[src/hdl/efr_pkg.sv]
`default_nettype none
package efr_pkg;

  // Frame store geometry
  localparam int BUF_DEPTH = 32;
  localparam int IDX_W     = $clog2(BUF_DEPTH);
  localparam int FILL_W    = $clog2(BUF_DEPTH + 1);

  // Configuration port geometry
  localparam int PADDR_W = 5;
  localparam int PDATA_W = 32;

  // Register indexes (byte address 4*i)
  localparam logic [2:0] REG_AUTO_ACK = 3'd0;
  localparam logic [2:0] REG_STX      = 3'd1;
  localparam logic [2:0] REG_ETX      = 3'd2;
  localparam logic [2:0] REG_ESC      = 3'd3;
  localparam logic [2:0] REG_ENQ      = 3'd4;
  localparam logic [2:0] REG_ACK      = 3'd5;
  localparam logic [2:0] REG_NAK      = 3'd6;

  // Result kinds
  localparam logic [1:0] KIND_REPLY   = 2'd0;
  localparam logic [1:0] KIND_PAYLOAD = 2'd1;
  localparam logic [1:0] KIND_MARKER  = 2'd2;

  // Configuration seen by the receive logic
  typedef struct packed {
    logic       auto_ack;
    logic [7:0] stx_code;
    logic [7:0] etx_code;
    logic [7:0] esc_code;
    logic [7:0] enq_code;
    logic [7:0] ack_code;
    logic [7:0] nak_code;
  } cfg_t;

endpackage
`default_nettype wire

[src/hdl/efr_ram.sv]
`default_nettype none
module efr_ram #(
  parameter int WIDTH = 8,
  parameter int DEPTH = 32
) (
  input  wire logic                     clk,
  input  wire logic                     we,
  input  wire logic [$clog2(DEPTH)-1:0] waddr,
  input  wire logic [WIDTH-1:0]         wdata,
  input  wire logic                     re,
  input  wire logic [$clog2(DEPTH)-1:0] raddr,
  output logic      [WIDTH-1:0]         rdata
);

  logic [WIDTH-1:0] mem [DEPTH];

  // Write port
  always_ff @(posedge clk) begin
    if (we) begin
      mem[waddr] <= wdata;
    end
  end

  // Registered read port, holds when not enabled
  always_ff @(posedge clk) begin
    if (re) begin
      rdata <= mem[raddr];
    end
  end

endmodule
`default_nettype wire

[src/hdl/efr_regs.sv]
`default_nettype none
module efr_regs
  import efr_pkg::*;
(
  input  wire logic               clk,
  input  wire logic               rst,
  input  wire logic               psel,
  input  wire logic               penable,
  input  wire logic               pwrite,
  input  wire logic [PADDR_W-1:0] paddr,
  input  wire logic [PDATA_W-1:0] pwdata,
  output logic      [PDATA_W-1:0] prdata,
  output logic                    pready,
  output cfg_t                    cfg
);

  logic       wr_en;
  logic [2:0] reg_idx;
  logic [7:0] rd_val;

  assign pready  = 1'b1;
  assign wr_en   = psel & penable & pwrite;
  assign reg_idx = paddr[PADDR_W-1:2];

  // Write registers on the access phase
  always_ff @(posedge clk) begin
    if (rst) begin
      cfg.auto_ack <= 1'b0;
      cfg.stx_code <= 8'd2;
      cfg.etx_code <= 8'd3;
      cfg.esc_code <= 8'd27;
      cfg.enq_code <= 8'd5;
      cfg.ack_code <= 8'd6;
      cfg.nak_code <= 8'd21;
    end else if (wr_en) begin
      case (reg_idx)
        REG_AUTO_ACK: cfg.auto_ack <= pwdata[0];
        REG_STX:      cfg.stx_code <= pwdata[7:0];
        REG_ETX:      cfg.etx_code <= pwdata[7:0];
        REG_ESC:      cfg.esc_code <= pwdata[7:0];
        REG_ENQ:      cfg.enq_code <= pwdata[7:0];
        REG_ACK:      cfg.ack_code <= pwdata[7:0];
        REG_NAK:      cfg.nak_code <= pwdata[7:0];
        default:      ;
      endcase
    end
  end

  // Read back
  always_comb begin
    case (reg_idx)
      REG_AUTO_ACK: rd_val = {7'd0, cfg.auto_ack};
      REG_STX:      rd_val = cfg.stx_code;
      REG_ETX:      rd_val = cfg.etx_code;
      REG_ESC:      rd_val = cfg.esc_code;
      REG_ENQ:      rd_val = cfg.enq_code;
      REG_ACK:      rd_val = cfg.ack_code;
      REG_NAK:      rd_val = cfg.nak_code;
      default:      rd_val = 8'd0;
    endcase
  end

  assign prdata = {{(PDATA_W-8){1'b0}}, rd_val};

endmodule
`default_nettype wire

[src/hdl/escaped_frame_receiver_core.sv]
`default_nettype none
// Byte-stuffed frame receiver with additive checksum.
// A byte is accepted only in S_IDLE; a byte that gives no result leaves it there, ready for the next byte.
// A byte that gives a reply moves it to S_REPLY, from which the reply is loaded once the output slot is free.
// Frame readout: each payload byte is a RAM read in S_READ, then an output load in S_EMIT; the marker is from S_MARK.
// Reset: default codes, empty frame, no escape pending; frame store not cleared.
module escaped_frame_receiver_core
  import efr_pkg::*;
(
  input  wire logic               clk,
  input  wire logic               rst,
  input  wire logic               psel,
  input  wire logic               penable,
  input  wire logic               pwrite,
  input  wire logic [PADDR_W-1:0] paddr,
  input  wire logic [PDATA_W-1:0] pwdata,
  output logic      [PDATA_W-1:0] prdata,
  output logic                    pready,
  input  wire logic               in_valid,
  output logic                    in_ready,
  input  wire logic [7:0]         rx_byte,
  output logic                    out_valid,
  input  wire logic               out_ready,
  output logic      [1:0]         kind,
  output logic      [7:0]         data_byte,
  output logic                    last
);

  typedef enum logic [4:0] {
    S_IDLE  = 5'b00001,
    S_REPLY = 5'b00010,
    S_READ  = 5'b00100,
    S_EMIT  = 5'b01000,
    S_MARK  = 5'b10000
  } state_t;

  cfg_t cfg;

  state_t            state, state_next;
  logic [FILL_W-1:0] fill_index, fill_index_next;
  logic              escape_pending, escape_pending_next;
  logic [7:0]        running_sum, running_sum_next;
  logic [7:0]        last_stored, last_stored_next;
  logic [7:0]        reply_byte, reply_byte_next;
  logic [IDX_W-1:0]  rd_idx, rd_idx_next;

  logic              take;
  logic              out_free;
  logic              is_full;
  logic              is_enq, is_stx, is_esc, is_etx, is_ctrl;
  logic              st_we;
  logic [7:0]        st_rdata;
  logic [7:0]        body_sum;
  logic [FILL_W-1:0] payload_cnt;
  logic [FILL_W-1:0] rd_idx_inc;

  // Configuration registers
  efr_regs u_regs (
    .clk     (clk),
    .rst     (rst),
    .psel    (psel),
    .penable (penable),
    .pwrite  (pwrite),
    .paddr   (paddr),
    .pwdata  (pwdata),
    .prdata  (prdata),
    .pready  (pready),
    .cfg     (cfg)
  );

  // Frame store
  efr_ram #(
    .WIDTH (8),
    .DEPTH (BUF_DEPTH)
  ) u_store (
    .clk   (clk),
    .we    (st_we),
    .waddr (fill_index[IDX_W-1:0]),
    .wdata (rx_byte),
    .re    (state == S_READ),
    .raddr (rd_idx),
    .rdata (st_rdata)
  );

  assign in_ready = (state == S_IDLE);
  assign take     = in_valid & in_ready;
  assign out_free = ~out_valid | out_ready;

  // Classify the received byte
  assign is_full     = (fill_index >= FILL_W'(BUF_DEPTH));
  assign is_enq      = (rx_byte == cfg.enq_code);
  assign is_stx      = (rx_byte == cfg.stx_code);
  assign is_esc      = (rx_byte == cfg.esc_code);
  assign is_etx      = (rx_byte == cfg.etx_code);
  assign is_ctrl     = is_enq | is_stx | is_esc | is_etx;
  assign body_sum    = running_sum - last_stored;
  assign payload_cnt = fill_index - FILL_W'(1);
  assign rd_idx_inc  = FILL_W'(rd_idx) + FILL_W'(1);

  // Store write: ordinary byte, or control byte after escape
  assign st_we = take & ~is_full & (~is_ctrl | escape_pending);

  // Receive sequencer
  always_comb begin
    state_next          = state;
    fill_index_next     = fill_index;
    escape_pending_next = escape_pending;
    running_sum_next    = running_sum;
    last_stored_next    = last_stored;
    reply_byte_next     = reply_byte;
    rd_idx_next         = rd_idx;

    if (st_we) begin
      fill_index_next  = fill_index + FILL_W'(1);
      running_sum_next = running_sum + rx_byte;
      last_stored_next = rx_byte;
    end

    case (state)
      S_IDLE: begin
        if (take) begin
          if (is_full) begin
            fill_index_next  = '0;
            running_sum_next = '0;
            reply_byte_next  = cfg.nak_code;
            state_next       = S_REPLY;
          end else if (is_ctrl) begin
            if (escape_pending) begin
              escape_pending_next = 1'b0;
            end else if (is_enq) begin
              fill_index_next  = '0;
              running_sum_next = '0;
              if (cfg.auto_ack) begin
                reply_byte_next = cfg.ack_code;
                state_next      = S_REPLY;
              end
            end else if (is_stx) begin
              fill_index_next  = '0;
              running_sum_next = '0;
            end else if (is_esc) begin
              escape_pending_next = 1'b1;
            end else if (fill_index == '0 || body_sum != last_stored) begin
              reply_byte_next = cfg.nak_code;
              state_next      = S_REPLY;
            end else begin
              rd_idx_next = '0;
              state_next  = (payload_cnt == '0) ? S_MARK : S_READ;
            end
          end
        end
      end
      S_REPLY: begin
        if (out_free) begin
          state_next = S_IDLE;
        end
      end
      S_READ: begin
        state_next = S_EMIT;
      end
      S_EMIT: begin
        if (out_free) begin
          rd_idx_next = rd_idx_inc[IDX_W-1:0];
          state_next  = (rd_idx_inc == payload_cnt) ? S_MARK : S_READ;
        end
      end
      S_MARK: begin
        if (out_free) begin
          state_next = S_IDLE;
        end
      end
      default: begin
        state_next = S_IDLE;
      end
    endcase
  end

  // Hold control state
  always_ff @(posedge clk) begin
    if (rst) begin
      state          <= S_IDLE;
      fill_index     <= '0;
      escape_pending <= 1'b0;
      running_sum    <= '0;
      last_stored    <= '0;
    end else begin
      state          <= state_next;
      fill_index     <= fill_index_next;
      escape_pending <= escape_pending_next;
      running_sum    <= running_sum_next;
      last_stored    <= last_stored_next;
    end
  end

  always_ff @(posedge clk) begin
    reply_byte <= reply_byte_next;
    rd_idx     <= rd_idx_next;
  end

  // Output register: load a result when the slot is free
  always_ff @(posedge clk) begin
    if (rst) begin
      out_valid <= 1'b0;
    end else if (out_free) begin
      out_valid <= (state == S_REPLY) | (state == S_EMIT) | (state == S_MARK);
    end
  end

  always_ff @(posedge clk) begin
    if (out_free) begin
      case (state)
        S_REPLY: begin
          kind      <= KIND_REPLY;
          data_byte <= reply_byte;
          last      <= 1'b1;
        end
        S_EMIT: begin
          kind      <= KIND_PAYLOAD;
          data_byte <= st_rdata;
          last      <= 1'b0;
        end
        S_MARK: begin
          kind      <= KIND_MARKER;
          data_byte <= 8'd0;
          last      <= 1'b1;
        end
        default: ;
      endcase
    end
  end

endmodule
`default_nettype wire

[config.mk]
export PLATFORM = sky130hd
export DESIGN_NAME = escaped_frame_receiver_core
export DESIGN_NICKNAME = d
export VERILOG_FILES = /design/src/hdl/efr_pkg.sv /design/src/hdl/efr_ram.sv /design/src/hdl/efr_regs.sv /design/src/hdl/escaped_frame_receiver_core.sv
export SDC_FILE = /design/constraint.sdc
export NUM_CORES = 1
export LEC_CHECK = 0
export BUFFER_PORTS_ARGS = -buffer_cell sky130_fd_sc_hd__buf_2
export CAP_MARGIN = 20
export CELL_PAD_IN_SITES_DETAIL_PLACEMENT = 1
export CELL_PAD_IN_SITES_GLOBAL_PLACEMENT = 1
export CORE_MARGIN = 2
export CORE_UTILIZATION = 45
export CTS_CLUSTER_SIZE = 10
export DETAILED_ROUTE_END_ITERATION = 16
export GPL_TIMING_DRIVEN = 0
export MAX_ROUTING_LAYER = met4
export PLACE_DENSITY_LB_ADDON = 0.1
export SYNTH_ARGS = -nofsm -noshare
export SYNTH_HDL_FRONTEND = slang
export SYNTH_SLANG_ARGS = --single-unit
[constraint.sdc]
create_clock -name clk -period 7.5 [get_ports clk]
set_input_delay 1.5 -clock clk [delete_from_list [all_inputs] [get_ports clk]]
set_output_delay 1.5 -clock clk [all_outputs]
set_load 0.005 [all_outputs]
==> flow_metrics.py, run 1 <==
metrics = {
    "status": {
        "run_status": "finished clean",
    },
    "grt": {
        "antenna_found_initial": 0,
        "grt_pass1_vias": 9837,
        "first_pass_grt_wire_length_um": 62100,
        "grt_use_total": 0.229,
        "grt_overflow_total": 0,
        "grt_max_degree": 36,
    },
    "min_path": {
        "worst_hold_path_type": "reg -> reg",
    },
    "sta": {
        "min_period_over_period": 0.627,
        "setup_total_negative_slack_ns": 0,
        "fmax_mhz": 213,
        "rsz0062_at_grt": "false",
        "worst-slew-pin-transition_ns": 1.03,
        "max-slew-margin-rel": 0.313,
        "timing_hold_violations_final": 0,
        "setup-violations-final": 0,
        "number_of_slew_limit_violations_in_the_final_report": 0,
        "crit_path_setup_slack_layout_ns": 2.79,
        "finalClockSkew_ns": 0.0130,
        "holdWs_ns": 0.498,
        "minimum_clock_period_after_layout_ns": 4.71,
    },
    "clocking": {
        "post_cts_setup_buffer_count": 0,
        "cts_tree": "done",
        "worstSkewPairLatency_ns": 0.56,
        "postCtsHoldBufs": 0,
        "clock_tree.root_cell": "sky130_fd_sc_hd__clkbuf_16",
        "htree_levels": 2,
        "path_clk_slew_ns": 0.05,
        "clockBufferDepth": 3,
        "post_cts_resized": 0,
        "cts-buffers-inserted": 44,
        "clock_sinks": 365,
    },
    "floorplanning": {
        "core.rowCount": 69,
        "fp.dieW_um": 194,
        "initial_core_util": 0.455,
        "core_area_um2": 35500,
        "dieHeight_um": 194,
        "design.die.area_um2": 37400,
        "design.portCount": 98,
    },
    "pwr": {
        "seqPwrFrac": 0.501,
        "clock_power_share": 0.434,
        "power.leakage_nw": 6.35,
        "switching_power_uw": 990,
        "power.density_cell_area_nw_per_um2": 241,
        "comb_power_share": 0.065,
        "internal-power_mw": 3.43,
        "switching_share": 0.224,
        "irDropWorstVdd_v": 0.000193,
        "totalPowerFinal_mw": 4.42,
    },
    "placement": {
        "hpwl_um": 28100,
        "globalplace.congestion": 0.831,
        "post_dp_cell_area_um2": 17100,
        "port-buffer-count": 46,
        "post-place-ws_ns": 2.24,
        "placed_cells_incl_taps": 1584,
    },
    "route": {
        "avgRoutedWirePerCell_um": 24.5,
        "viasPerCell": 5.56,
        "drc_violations_left": 0,
        "first_pass_iters": 4,
        "drt.antenna.violating_nets": 0,
        "route.vias.total": 9225,
        "detail_route.wirelength_um": 40700,
        "drtIter0Drc": 596,
    },
    "synth": {
        "synth.lib_cells_used.distinct": 71,
        "yosys.area.top_type_share": 0.535,
        "synth_area_um2": 16200,
        "post_synth_inst_count": 1051,
        "netlist_top_cells_area": "sky130_fd_sc_hd__edfxtp_1, sky130_fd_sc_hd__dfxtp_1, sky130_fd_sc_hd__mux4_2, sky130_fd_sc_hd__mux2i_1, sky130_fd_sc_hd__mux4_1",
        "ys_ff_latch": 365,
        "syn_warnings": 0,
        "average_cell_area_after_synthesis_um2": 15.4,
        "synthDominantAreaCellType": "sky130_fd_sc_hd__edfxtp_1",
        "synth_seq_area_share": 0.631,
        "ys.flop_type": "sky130_fd_sc_hd__edfxtp_1",
        "synth_enable_flop_cells": 288,
        "synth_async_sr_flop_share": 0,
    },
    "critical_path": {
        "reg2reg_to": "u_store.mem[14][4]$_DFFE_PP_",
        "path_common_cell": "sky130_fd_sc_hd__buf_2",
        "endpoint_type_of_the_worst_setup_path": "primary output",
        "crit_fanout": 10,
        "startpoint_type": "input pin",
        "crit_required_ns": 6.00,
        "arrival_ns": 3.21,
        "critical_path.startpoint": "paddr[2]",
        "cp_slowest_cell": "sky130_fd_sc_hd__clkbuf_1",
        "critPathKind": "in -> out",
        "worst_r2r_startpoint": "state[1]$_SDFFE_PP0P_",
        "capturing_instance_or_port_of_the_critical_path": "prdata[5]",
        "max_stage_delay_ns": 0.45,
        "reg2reg_slack_ns": 4.16,
        "worstRegToRegCells": 7,
        "path_cells": "buf_2 > clkbuf_1 > inv_1 > nor2_1 > a22oi_1 > o221ai_1 > buf_2",
    },
    "layout": {
        "final-instance-count-excl-fill": 1660,
        "diodes": 0,
        "finish.utilization": 0.517,
        "fin_nets": 1243,
        "final_layout_size_suffix_gt1_frac": 0.217,
        "finalInstanceArea_um2": 18400,
        "synthToLayoutAreaGrowth_pct": 13.6,
    },
    "job": {
        "cap_violations": 0,
    },
}
[layout make-up]
type	count	area (µm²)
fill	3462	17100
sequential	365	10200
multi-input combinational	612	5520
clock buffer	69	1230
tap	461	577
buffer	79	485
timing repair buffer	49	248
inverter	18	67.6
clock inverter	7	42.5
[placed cells by master, fill, tap and decap left out, drive strengths merged, types with 8 or more instances in the layout]
cell    Yosys  routed
edfxtp    288     288
xor2       42      42
mux2       21      21
a21oi      41      41
a22o        8       8
dfxtp      77      77
inv        18      20
ha         20      20
conb        2      25
mux4       80      80
nor4       11      11
clkbuf     22      91
nor3       14      14
nand3      12      12
mux2i      60      60
buf        56     105
xnor2      25      25
o21ai      13      13
nor2      119     119
nand2      39      39
[cell families (layout without fill, tap and decap cells)]
family | after synthesis | count (layout) | synth area share
flip-flops | 365 | 365 | 0.631
AND/OR/NAND/NOR | 236 | 236 | 0.0711
multiplexers | 161 | 161 | 0.167
AO/OA/AOI/OAI | 100 | 100 | 0.0408
buffers and inverters | 97 | 222 | 0.0342
XOR/XNOR | 68 | 68 | 0.0377
adder cells (fa/ha/maj) | 22 | 22 | 0.0180
other | 2 | 25 | 0.000465
[synth_stat cells, drive strengths merged, types with 5 or more instances]
cell and n:
nor4 11, o21ai 13, dfxtp 77, ha 20, nor4b 5, xnor2 25
buf 56, nor3 14, a21oi 41, nor2 119, nand3 12, a22o 8
nor2b 6, clkbuf 22, nand2 39, a21o 5, inv 18, a221oi 6
mux2i 60, mux2 21, edfxtp 288, mux4 80, xor2 42
[per-layer routing]
metal	GRT usage	vias to the layer above	part of all wire
li1	-	4216	-
met2	0.358	204	0.47
met4	0.0611	0	0.022
met1	0.309	4751	0.46
met3	0.0431	54	0.043
met5	-	-	0
[worst max-delay path, delay by kind of cell]
kind	cells	cell delay, ns
AOI/OAI and AO/OA	2	0.35
and+or+nand+nor	1	0.42
buffers and inverters	4	0.93
[registers in the layout (all words and copies together) (netlist names)]
name	cells
last_stored	7
data_byte	8
last	1
fill_index	6
kind	2
rd_idx	5
u_store.rdata	8
u_store.mem	256
out_valid	1
running_sum	8
state	5
escape_pending	1
reply_byte	8
u_regs.cfg	49
[how the worst min path moves through the flow]
| stage | startpoint | end | slack, ns | cells past startpoint |
|---|---|---|---|---|
| floorplan | u_regs.cfg[10]$_SDFFE_PP1P_ | u_regs.cfg[10]$_SDFFE_PP1P_ | 0.45 | 2 |
| global route | u_regs.cfg[5]$_SDFFE_PP0P_ | u_regs.cfg[5]$_SDFFE_PP0P_ | 0.53 | 2 |
| detailed placement | u_regs.cfg[5]$_SDFFE_PP0P_ | u_regs.cfg[5]$_SDFFE_PP0P_ | 0.49 | 2 |
| finish | u_regs.cfg[5]$_SDFFE_PP0P_ | u_regs.cfg[5]$_SDFFE_PP0P_ | 0.50 | 2 |
| global placement | u_regs.cfg[5]$_SDFFE_PP0P_ | u_regs.cfg[5]$_SDFFE_PP0P_ | 0.48 | 2 |
| CTS | u_regs.cfg[5]$_SDFFE_PP0P_ | u_regs.cfg[5]$_SDFFE_PP0P_ | 0.50 | 2 |
[power by group through the flow]
stage / clock [mW] / sequential (mW) / combinational, mW
final: 1.92 / 2.21 / 0.287
after detailed placement: 0 / 2.26 / 0.288
after global routing: 2.03 / 2.22 / 0.319
after floorplan: 0 / 2.25 / 0.195
after global placement: 0 / 2.26 / 0.280
after CTS: 1.96 / 2.21 / 0.289
Power figures use the tool's default switching activity.
==> run 2: changes to the inputs <==
--- a/config.mk
+++ b/config.mk
@@ -5,6 +5,7 @@
 export SDC_FILE = /design/constraint.sdc
 export NUM_CORES = 1
 export LEC_CHECK = 0
+export ABC_AREA = 1
 export BUFFER_PORTS_ARGS = -buffer_cell sky130_fd_sc_hd__buf_2
 export CAP_MARGIN = 20
 export CELL_PAD_IN_SITES_DETAIL_PLACEMENT = 1
==> constraint.sdc (replaced) <==
create_clock -name clk -period 4.8 [get_ports clk]
set_input_delay 0.96 -clock clk [delete_from_list [all_inputs] [get_ports clk]]
set_output_delay 0.96 -clock clk [all_outputs]
set_load 0.005 [all_outputs]
==> flow_metrics.py, run 2 <==
metrics = {
    "floorplanning": {
        "core.rowCount": 70,
        "fp.dieW_um": 195,
        "initial_core_util": 0.453,
        "design.die.area_um2": 38100,
        "dieHeight_um": 195,
        "design.portCount": 98,
        "core_area_um2": 36300,
    },
    "pwr": {
        "irDropWorstVdd_v": 0.000280,
        "switching_share": 0.312,
        "comb_power_share": 0.234,
        "power.leakage_nw": 6.85,
        "internal-power_mw": 5.94,
        "switching_power_mw": 2.70,
        "totalPowerFinal_mw": 8.63,
        "seqPwrFrac": 0.426,
        "power.density_cell_area_nw_per_um2": 464,
        "clock_power_share": 0.340,
    },
    "sta": {
        "setup-violations-final": 0,
        "worst-slew-pin-transition_ns": 1.13,
        "rsz0062_at_grt": "false",
        "minimum_clock_period_after_layout_ns": 4.00,
        "setup_total_negative_slack_ns": 0,
        "fmax_mhz": 250,
        "finalClockSkew_ns": 0.0240,
        "min_period_over_period": 0.833,
        "number_of_slew_limit_violations_in_the_final_report": 0,
        "timing_hold_violations_final": 0,
        "max-slew-margin-rel": 0.245,
    },
    "layout": {
        "reg_top3": "u_store.mem (256), u_regs.cfg (49)",
        "largest-register": "u_store.mem",
        "multi_input_logic_area_um2": 5420,
        "finish.utilization": 0.512,
        "final_layout_size_suffix_gt1_frac": 0.109,
        "layout_common_cells": "sky130_fd_sc_hd__nor2_1, sky130_fd_sc_hd__edfxtp_1, sky130_fd_sc_hd__o21ai_0, sky130_fd_sc_hd__nand2_1, sky130_fd_sc_hd__inv_1",
        "synthToLayoutAreaGrowth_pct": 13.0,
        "area.sequential_um2": 10200,
        "diodes": 0,
        "largest_register_ff_count": 256,
        "fin_nets": 1810,
        "mostFrequentLayoutCell": "sky130_fd_sc_hd__nor2_1",
        "layout.filler_cells": 4034,
    },
    "critical_path": {
        "arrival_ns": 4.14,
        "path_cells": "buf_2 > buf_2 > xor2_1 > nor2_1 > nand2_1 > nor2_2 > nor2_4 > nand3_4 > nand2_4 > nand2_8 > inv_6 > nand2_1 > nor2_1",
        "crit_required_ns": 4.94,
        "cp_slowest_cell": "sky130_fd_sc_hd__nor2_1",
        "crit_fanout": 34,
        "worstRegToRegCells": 6,
        "startpoint_type": "input pin",
        "endpoint_type_of_the_worst_setup_path": "flop",
        "max_stage_delay_ns": 0.96,
        "critPathKind": "in -> reg",
    },
    "synth": {
        "ys.flop_type": "sky130_fd_sc_hd__edfxtp_1",
        "syn_warnings": 0,
        "synthDominantAreaCellType": "sky130_fd_sc_hd__edfxtp_1",
        "average_cell_area_after_synthesis_um2": 10.2,
        "ys_ff_latch": 365,
        "synth_enable_flop_cells": 288,
        "synth_async_sr_flop_share": 0,
        "post_synth_inst_count": 1621,
        "netlist_top_cells_area": "sky130_fd_sc_hd__edfxtp_1, sky130_fd_sc_hd__dfxtp_1, sky130_fd_sc_hd__nor2_1, sky130_fd_sc_hd__o21ai_0, sky130_fd_sc_hd__nand2_1",
        "yosys.area.top_type_share": 0.525,
        "synth.lib_cells_used.distinct": 46,
        "synth_area_um2": 16500,
        "synth_common_cells": "sky130_fd_sc_hd__nor2_1, sky130_fd_sc_hd__edfxtp_1, sky130_fd_sc_hd__o21ai_0",
        "synth_seq_area_share": 0.619,
        "synthMostInstantiatedCell": "sky130_fd_sc_hd__nor2_1",
    },
    "clocking": {
        "clock_sinks": 365,
        "cts-buffers-inserted": 43,
        "cts_tree": "done",
        "htree_levels": 2,
        "clockBufferDepth": 3,
        "clock_tree.root_cell": "sky130_fd_sc_hd__clkbuf_16",
        "postCtsHoldBufs": 0,
        "worstSkewPairLatency_ns": 0.55,
        "post_cts_setup_buffer_count": 0,
        "path_clk_slew_ns": 0.06,
        "post_cts_resized": 0,
    },
    "grt": {
        "first_pass_grt_wire_length_um": 80800,
        "grt_pass1_vias": 13100,
        "antenna_found_initial": 1,
        "grt_overflow_total": 0,
        "grt_max_degree": 40,
        "grt_use_total": 0.292,
    },
    "min_path": {
        "worst_hold_path_type": "reg -> reg",
        "holdPathStages": 2,
    },
    "route": {
        "viasPerCell": 5.72,
        "drc_violations_left": 0,
        "drtIter0Drc": 959,
        "route.vias.total": 12700,
        "avgRoutedWirePerCell_um": 24.1,
        "drt.antenna.violating_nets": 0,
        "first_pass_iters": 5,
        "detail_route.wirelength_um": 53500,
    },
    "job": {
        "cap_violations": 0,
    },
    "placement": {
        "globalplace.congestion": 0.935,
        "hpwl_um": 37300,
        "port-buffer-count": 46,
    },
    "status": {
        "run_status": "finished clean",
    },
}
run 2: worst paths after layout:
| kind | slack (ns) | to | startpoint |
|---|---|---|---|
| max | 0.80 | u_store.mem[14][1]$_DFFE_PP_ | rx_byte[0] |
| min | 0.49 | last_stored[6]$_SDFFE_PP0P_ | last_stored[6]$_SDFFE_PP0P_ |
| max reg2reg | 1.63 | u_store.rdata[0]$_DFFE_PP_ | rd_idx[0]$_SDFFCE_PN0P_ |
| min reg2reg | 0.49 | last_stored[6]$_SDFFE_PP0P_ | last_stored[6]$_SDFFE_PP0P_ |
run 2: final cells by class:
type                       instances  area share
buffer                            98      0.0278
clock buffer                      62      0.0650
clock inverter                     2    0.000538
inverter                         113      0.0231
multi-input combinational       1068       0.291
sequential                       365       0.548
tap                              468      0.0315
timing repair buffer              47      0.0130
run 2: routing by layer:
| layer | global-route usage | wire, µm | vias up |
|---|---|---|---|
| li1 | - | - | 5848 |
| met1 | 0.358 | 21600 | 6342 |
| met2 | 0.498 | 26800 | 428 |
| met3 | 0.0406 | 3210 | 104 |
| met4 | 0.102 | 1920 | 0 |
| met5 | - | 0 | - |
run 2: cells by family after synthesis:
family	share of synthesized area
AND/OR/NAND/NOR	0.147
AO/OA/AOI/OAI	0.138
adder cells (fa/ha/maj)	0.0176
XOR/XNOR	0.0202
buffers and inverters	0.0575
flip-flops	0.619
other	0.000456
run 2: metrics by stage:
step,worst slack [ns],cell area [µm²],instances,hold WS [ns]
2_1_floorplan,1.83,16500,1644,0.439
3_3_place_gp,0.0441,17400,2158,0.469
3_5_place_dp,0.334,17400,2159,0.477
4_1_cts,0.903,18600,2223,0.487
5_1_grt,0.711,18600,2223,0.516
6_report,0.803,18600,2223,0.495
run 2: worst max-delay path, delay by kind of cell:
family                    cells  cell delay [ns]
xor gates and xnor gates      1             0.17
buffers and inverters         3             1.06
and+or+nand+nor               9             1.90
run 2: power by group through the flow:
stage	Clock (mW)	Combinational, mW	Sequential [mW]
after floorplan	0	1.37	3.71
after global placement	0	1.95	3.74
after detailed placement	0	2.01	3.74
after CTS	2.97	2.03	3.68
after global routing	3.09	2.27	3.70
final	2.93	2.02	3.68
